[src/rtl/rau_pkg.sv]
// rau_pkg: types and constants for the rational arithmetic unit
// used by rational_arithmetic_unit; no dependencies
package rau_pkg;

  localparam logic [1:0] ACT_ADD = 2'd0;
  localparam logic [1:0] ACT_SUB = 2'd1;
  localparam logic [1:0] ACT_MUL = 2'd2;
  localparam logic [1:0] ACT_DIV = 2'd3;

  typedef enum logic [4:0] {
    S_IDLE,
    S_GCD_CHK,
    S_GCD_UPD,
    S_L1,
    S_L2,
    S_L3,
    S_L4,
    S_L5,
    S_L6,
    S_RED,
    S_SPLIT,
    S_F1,
    S_F2,
    S_F3,
    S_DIV,
    S_MUL,
    S_OUT
  } state_t;

endpackage

[src/rtl/rational_arithmetic_unit.sv]
// rational_arithmetic_unit: two-fraction add, subtract, multiply, divide with gcd reduction
// depends on rau_pkg; one shared bit-serial divider and one registered 32x32 multiplier
// sequence: an infinite result goes from accept straight to the output step; otherwise the
//   run is set by the bit-serial divides, the euclid steps (gcd, lcm, whole part,
//   reduction) and the multiplies
// throughput: one item at a time; s_tready is high only while the sequencer is idle
// reset: rst clears the sequencer and the output valid; payload registers are not reset
module rational_arithmetic_unit (
  input  logic         clk,
  input  logic         rst,
  input  logic         s_tvalid,
  output logic         s_tready,
  // a_num[31:0], a_den[62:32], b_num[94:63], b_den[125:95], zero fill
  input  logic [127:0] s_tdata,
  // action[1:0]
  input  logic [1:0]   s_tuser,
  output logic         m_tvalid,
  input  logic         m_tready,
  // negative[0], infinite[1], whole_part[64:2], frac_num[127:65], frac_den[190:128], zero
  output logic [191:0] m_tdata
);

  rau_pkg::state_t state, state_next, ret;

  logic [1:0]  act;
  logic        an, bn, rneg;
  logic [31:0] am, bm;
  logic [30:0] ad, bd;
  logic [63:0] gx, gy, q1, lv, ta, nmag, dmag, remv;
  logic [63:0] div_n, div_d, dr;
  logic [5:0]  cnt;
  logic [31:0] mul_a, mul_b;
  logic [63:0] prod;
  logic        res_neg, res_inf;
  logic [62:0] res_whole, res_fn, res_fd;

  logic [31:0] in_an, in_bn;
  logic [30:0] in_ad, in_bd;
  logic [64:0] trial;
  logic        take;
  logic        tbn;

  assign in_an = s_tdata[31:0];
  assign in_ad = s_tdata[62:32];
  assign in_bn = s_tdata[94:63];
  assign in_bd = s_tdata[125:95];

  assign s_tready = (state == rau_pkg::S_IDLE);
  assign trial = {dr, div_n[63]};
  assign take = (trial >= {1'b0, div_d});
  assign tbn = (act == rau_pkg::ACT_SUB) ? !bn : bn;

  always_ff @(posedge clk) begin
    if (rst) begin
      state <= rau_pkg::S_IDLE;
    end else begin
      state <= state_next;
    end
  end

  always_comb begin
    state_next = state;
    unique case (state)
      rau_pkg::S_IDLE: begin
        if (s_tvalid) begin
          if (in_ad == '0 || in_bd == '0 || (s_tuser == rau_pkg::ACT_DIV && in_bn == '0)) begin
            state_next = rau_pkg::S_OUT;
          end else if (s_tuser == rau_pkg::ACT_MUL || s_tuser == rau_pkg::ACT_DIV) begin
            state_next = rau_pkg::S_MUL;
          end else begin
            state_next = rau_pkg::S_GCD_CHK;
          end
        end
      end
      rau_pkg::S_GCD_CHK: state_next = (gy == '0) ? ret : rau_pkg::S_DIV;
      rau_pkg::S_GCD_UPD: state_next = rau_pkg::S_GCD_CHK;
      rau_pkg::S_L1:      state_next = rau_pkg::S_DIV;
      rau_pkg::S_L2:      state_next = rau_pkg::S_MUL;
      rau_pkg::S_L3:      state_next = rau_pkg::S_DIV;
      rau_pkg::S_L4:      state_next = rau_pkg::S_MUL;
      rau_pkg::S_L5:      state_next = rau_pkg::S_MUL;
      rau_pkg::S_L6:      state_next = rau_pkg::S_RED;
      rau_pkg::S_RED:     state_next = (nmag == '0) ? rau_pkg::S_OUT : rau_pkg::S_DIV;
      rau_pkg::S_SPLIT:   state_next = (dr == '0) ? rau_pkg::S_OUT : rau_pkg::S_GCD_CHK;
      rau_pkg::S_F1:      state_next = rau_pkg::S_DIV;
      rau_pkg::S_F2:      state_next = rau_pkg::S_DIV;
      rau_pkg::S_F3:      state_next = rau_pkg::S_OUT;
      rau_pkg::S_DIV:     state_next = (cnt == '0) ? ret : rau_pkg::S_DIV;
      rau_pkg::S_MUL:     state_next = ret;
      rau_pkg::S_OUT:     state_next = (!m_tvalid || m_tready) ? rau_pkg::S_IDLE : rau_pkg::S_OUT;
      default:            state_next = rau_pkg::S_IDLE;
    endcase
  end

  always_ff @(posedge clk) begin
    prod <= {32'd0, mul_a} * {32'd0, mul_b};
    case (state)
      rau_pkg::S_IDLE: begin
        act <= s_tuser;
        an <= in_an[31];
        bn <= in_bn[31];
        am <= in_an[31] ? (~in_an + 32'd1) : in_an;
        bm <= in_bn[31] ? (~in_bn + 32'd1) : in_bn;
        ad <= in_ad;
        bd <= in_bd;
        gx <= {33'd0, in_ad};
        gy <= {33'd0, in_bd};
        res_neg <= 1'b0;
        res_inf <= (in_ad == '0 || in_bd == '0 || (s_tuser == rau_pkg::ACT_DIV && in_bn == '0));
        res_whole <= '0;
        res_fn <= '0;
        res_fd <= '0;
        rneg <= in_an[31] != in_bn[31];
        if (s_tuser == rau_pkg::ACT_MUL) begin
          mul_a <= in_an[31] ? (~in_an + 32'd1) : in_an;
          mul_b <= in_bn[31] ? (~in_bn + 32'd1) : in_bn;
          ret <= rau_pkg::S_L5;
        end else begin
          mul_a <= in_an[31] ? (~in_an + 32'd1) : in_an;
          mul_b <= {1'b0, in_bd};
          ret <= (s_tuser == rau_pkg::ACT_DIV) ? rau_pkg::S_L5 : rau_pkg::S_L1;
        end
      end
      rau_pkg::S_GCD_CHK: begin
        div_n <= gx;
        div_d <= gy;
        dr <= '0;
        cnt <= 6'd63;
        if (gy != '0) begin
          ret <= rau_pkg::S_GCD_UPD;
        end
      end
      rau_pkg::S_GCD_UPD: begin
        gx <= gy;
        gy <= dr;
        ret <= (act == rau_pkg::ACT_ADD || act == rau_pkg::ACT_SUB) && lv == '0 ?
               rau_pkg::S_L1 : rau_pkg::S_F1;
      end
      rau_pkg::S_L1: begin
        // gcd of the denominators sits in gx
        div_n <= {33'd0, ad};
        div_d <= gx;
        dr <= '0;
        cnt <= 6'd63;
        ret <= rau_pkg::S_L2;
      end
      rau_pkg::S_L2: begin
        q1 <= div_n;
        mul_a <= div_n[31:0];
        mul_b <= {1'b0, bd};
        ret <= rau_pkg::S_L3;
      end
      rau_pkg::S_L3: begin
        lv <= prod;
        div_n <= {33'd0, bd};
        div_d <= gx;
        dr <= '0;
        cnt <= 6'd63;
        ret <= rau_pkg::S_L4;
      end
      rau_pkg::S_L4: begin
        mul_a <= am;
        mul_b <= div_n[31:0];
        ret <= rau_pkg::S_L5;
      end
      rau_pkg::S_L5: begin
        if (act == rau_pkg::ACT_MUL || act == rau_pkg::ACT_DIV) begin
          nmag <= prod;
          mul_a <= {1'b0, ad};
          mul_b <= (act == rau_pkg::ACT_MUL) ? {1'b0, bd} : bm;
        end else begin
          ta <= prod;
          mul_a <= bm;
          mul_b <= q1[31:0];
        end
        ret <= rau_pkg::S_L6;
      end
      rau_pkg::S_L6: begin
        if (act == rau_pkg::ACT_MUL || act == rau_pkg::ACT_DIV) begin
          dmag <= prod;
        end else begin
          dmag <= lv;
          if (an == tbn) begin
            nmag <= ta + prod;
            rneg <= an;
          end else if (ta >= prod) begin
            nmag <= ta - prod;
            rneg <= an;
          end else begin
            nmag <= prod - ta;
            rneg <= tbn;
          end
        end
      end
      rau_pkg::S_RED: begin
        div_n <= nmag;
        div_d <= dmag;
        dr <= '0;
        cnt <= 6'd63;
        ret <= rau_pkg::S_SPLIT;
        // marks the final gcd pass for the return decode
        lv <= 64'd1;
      end
      rau_pkg::S_SPLIT: begin
        res_whole <= div_n[62:0];
        res_neg <= rneg;
        remv <= dr;
        gx <= dr;
        gy <= dmag;
        ret <= rau_pkg::S_F1;
      end
      rau_pkg::S_F1: begin
        div_n <= remv;
        div_d <= gx;
        dr <= '0;
        cnt <= 6'd63;
        ret <= rau_pkg::S_F2;
      end
      rau_pkg::S_F2: begin
        res_fn <= div_n[62:0];
        div_n <= dmag;
        div_d <= gx;
        dr <= '0;
        cnt <= 6'd63;
        ret <= rau_pkg::S_F3;
      end
      rau_pkg::S_F3: begin
        res_fd <= div_n[62:0];
      end
      rau_pkg::S_DIV: begin
        // restoring divide, one quotient bit a cycle
        dr <= take ? (trial[63:0] - div_d) : trial[63:0];
        div_n <= {div_n[62:0], take};
        cnt <= cnt - 6'd1;
      end
      default: begin
      end
    endcase
    if (state == rau_pkg::S_IDLE) begin
      lv <= '0;
    end
  end

  always_ff @(posedge clk) begin
    if (rst) begin
      m_tvalid <= 1'b0;
    end else if (state == rau_pkg::S_OUT && (!m_tvalid || m_tready)) begin
      m_tvalid <= 1'b1;
    end else if (m_tready) begin
      m_tvalid <= 1'b0;
    end
  end

  always_ff @(posedge clk) begin
    if (state == rau_pkg::S_OUT && (!m_tvalid || m_tready)) begin
      m_tdata <= {1'b0, res_fd, res_fn, res_whole, res_inf, res_neg};
    end
  end

  a_div_nonzero: assert property (@(posedge clk) disable iff (rst)
    state == rau_pkg::S_DIV |-> div_d != '0)
    else $error("divider started with zero divisor");

  a_load_from_out: assert property (@(posedge clk) disable iff (rst)
    $rose(m_tvalid) |-> $past(state) == rau_pkg::S_OUT)
    else $error("result shown outside the output step");

  a_busy_after_accept: assert property (@(posedge clk) disable iff (rst)
    s_tvalid && s_tready |=> !s_tready)
    else $error("sequencer did not leave idle after an accepted item");

  a_inf_clean: assert property (@(posedge clk) disable iff (rst)
    m_tvalid && m_tdata[1] |-> m_tdata[0] == 1'b0 && m_tdata[64:2] == '0)
    else $error("infinite result carries a value");

endmodule
[config.mk]
export PLATFORM = sky130hd
export DESIGN_NAME = rational_arithmetic_unit
export DESIGN_NICKNAME = d
export VERILOG_FILES = /design/src/rtl/rau_pkg.sv /design/src/rtl/rational_arithmetic_unit.sv
export SDC_FILE = /design/constraint.sdc
export NUM_CORES = 2
export LEC_CHECK = 0
export ABC_AREA = 1
export BUFFER_PORTS_ARGS = -buffer_cell sky130_fd_sc_hd__buf_2
export CELL_PAD_IN_SITES_DETAIL_PLACEMENT = 0
export CELL_PAD_IN_SITES_GLOBAL_PLACEMENT = 1
export CORE_MARGIN = 2
export CORE_UTILIZATION = 47
export CTS_BUF_LIST = sky130_fd_sc_hd__clkbuf_8
export DETAILED_ROUTE_END_ITERATION = 16
export PLACE_DENSITY = 0.87
export SYNTH_ARGS = -nofsm -noshare
export SYNTH_HDL_FRONTEND = slang
export SYNTH_SLANG_ARGS = --single-unit
[constraint.sdc]
create_clock -name clk -period 34 [get_ports clk]
set_input_delay 6.8 -clock clk [delete_from_list [all_inputs] [get_ports clk]]
set_output_delay 6.8 -clock clk [all_outputs]
set_load 0.005 [all_outputs]
==> flow_summary.json <==
{
  "outcome": "completed",
  "max_slew_margin_pct": 5.18,
  "synth_area_leader_cell": "edfxtp_1",
  "dieWidth_microns": 488,
  "cts_setup_buffers": 0,
  "clock_sinks": 1329,
  "clk_latency_ps": 960,
  "setup_viol_count_final": 0,
  "worst_pin_slew_ps": 1420,
  "clk_pin_slew_ps": 60,
  "gp_congestion": 1.05,
  "port_buffers": 324,
  "crit_fanout": 36,
  "core_region_area_sq_mm": 0.233,
  "syn_nets": 15137,
  "synth_xor_area_share_pct": 2.02,
  "critPathRequiredTime_ps": 27200,
  "numCtsBuffers": 204,
  "start_util_pct": 47.3,
  "antenna_left": 0,
  "synthDominantCellAreaShare_pct": 32.5,
  "synth_area_leaders": "edfxtp_1, fa_1, nand2_1",
  "finalCritPeriodShare_pct": 27.4,
  "grt_first_pass_wirelength_mm": 583,
  "dpl.hpwl_mm": 311,
  "rsz0062_at_grt": "no",
  "synthToLayoutAreaGrowth_pct": 7.74,
  "vias": 94110,
  "synth.most_common_cell": "nand2_1",
  "wire_per_inst_microns": 23.5,
  "cts_tree": "done",
  "synth.area.mux_share_pct": 0,
  "synth_warnings": 0,
  "gr-total-overflow": 0,
  "postCtsHoldBufs": 0,
  "hold_viol_final": 0,
  "synth_seq_area_share_pct": 35.0,
  "avgViaCountPerCell": 5.51,
  "yosys.cell_types.count": 60,
  "ios": 328,
  "cts_buffer_depth": 3,
  "wl_mm": 401,
  "h-tree-depth": 4,
  "fin_nets": 15297,
  "fp.dieH_microns": 488,
  "cts_resized": 0,
  "synth_top_family_by_area": "adder cells",
  "synth_compound_area_share_pct": 8.24,
  "grt_usage_pct": 33.2,
  "synth_top_cells_by_count": "nand2_1, inv_1, edfxtp_1",
  "path_class": "reg2out",
  "register_area_sq_mm": 0.0386,
  "synth-simple-area-share_pct": 20.1,
  "die_area_sq_mm": 0.239,
  "min_period_ps": 9330,
  "antenna_found_initial": 27,
  "grt_max_degree": 83,
  "synth_ff_type": "edfxtp_1",
  "fin_skew_ps": 79.1,
  "core.rowCount": 177,
  "multi_input_area_sq_mm": 0.0582,
  "first_global_vias": 89745,
  "netlist_area_sq_mm": 0.110,
  "critPathLaunchType": "register",
  "slew_violations": 0,
  "post-route-drc-count": 0,
  "fillerInstances": 22474,
  "drive_above_1_share_pct": 6.33,
  "clock-root-buffer": "clkbuf_8",
  "synthArstFlopShare_pct": 0,
  "drt_iter0_drc": 12610,
  "synth_fa_ha_area_share_pct": 22.2,
  "ys_ff_latch": 1329,
  "crit_arrival_ps": 2530,
  "fmax_ghz": 0.107,
  "syn_inst": 13583,
  "cp-end-kind": "output port",
  "hold_path_class": "reg2reg",
  "synth.avg_cell_area_sq_um": 8.12,
  "fin_setup_tns_ps": 0,
  "drv_cap": 0,
  "first_pass_iters": 8,
  "synth_edf_count": 1195
}
## layer usage
layer  vias to the layer above  part of all wire (%)  wire [microns]  global-route usage, %
met5                         -                 0.034             138                      0
met4                        22                   6.5           26300                   18.1
met3                      1071                    12           47500                   8.75
met2                      5577                    43          173000                   50.0
met1                     44861                    38          154000                   43.6
li1                      42579                     -               -                      -
## logic make-up (layout without fill, tap and decap cells)
family          after synthesis  count (layout)
xor+xnor                    254             254
buf+inv                    3553            3881
other cells                   1              23
flops                      1329            1329
simple gates               5560            5560
compound gates             1466            1466
fa+ha+maj                  1420            1420
## layout make-up
class	count	area share [%]
Multi-Input combinational cell	8701	49.0
Antenna cell	22	0.0463
Tap cell	3132	3.30
Timing Repair Buffer	466	2.26
Sequential cell	1329	32.5
Inverter	3041	9.62
Clock inverter	159	0.880
Clock buffer	215	2.49
## placed cells by master (no fill, tap or decap), types with 89 or more instances in the layout
cell type,count
edfxtp_1,1195
nor2_1,1011
clkbuf_8,215
buf_2,324
a221oi_1,99
o21ai_0,388
fa_1,900
inv_1,3084
nand4_1,100
o22ai_1,147
xor2_1,188
nand3_1,336
ha_1,520
a21oi_1,402
nand2_1,3849
o221ai_1,89
buf_4,142
dfxtp_1,134
## flip-flops by register name, indices dropped and copies added, names as in the netlist, 63 cells and up
register and flops:
ta 64, div_d 64, prod 64, dmag 64
lv 64, gx 64, dr 64, res_whole 63
remv 64, m_tdata 191, div_n 64, res_fn 63
res_fd 63, gy 64, nmag 64
## worst paths after layout
check,slack [ps],to,cells after the start,from
worst max-delay path,24670,s_tready,5,state[0]$_SDFFE_PP0P_
worst min-delay path,380,m_tdata[160]$_DFFE_PP_,0,res_fd[32]$_SDFFCE_PN0P_
worst max register to register,25260,prod[60]$_DFF_P_,25,mul_a[6]$_DFFE_PP_
worst min register to register,380,m_tdata[160]$_DFFE_PP_,0,res_fd[32]$_SDFFCE_PN0P_
## metrics by stage
| step | hold slack, ps | util (%) | worst slack [ps] | cells | instance area, sq um |
|---|---|---|---|---|---|
| floorplan | 400 | - | 18530 | 13583 | 110000 |
| global placement | 401 | 49.3 | 24330 | 16669 | 115000 |
| detailed placement | 405 | 49.3 | 24340 | 16669 | 115000 |
| CTS | 393 | 51.0 | 24640 | 17043 | 119000 |
| global route | 399 | 51.0 | 24560 | 17052 | 119000 |
| finish | 381 | 51.0 | 24670 | 17065 | 119000 |
## worst max-delay path: stages, from the launching register on
cell	delay, ps
dfxtp_1	390
nor2_1	250
inv_2	130
nor2_4	110
buf_4	460
buf_2	240
Power is left out: the tool's default activity adds up to more than one toggle a clock period on the data nets, which glitch-free logic cannot reach.
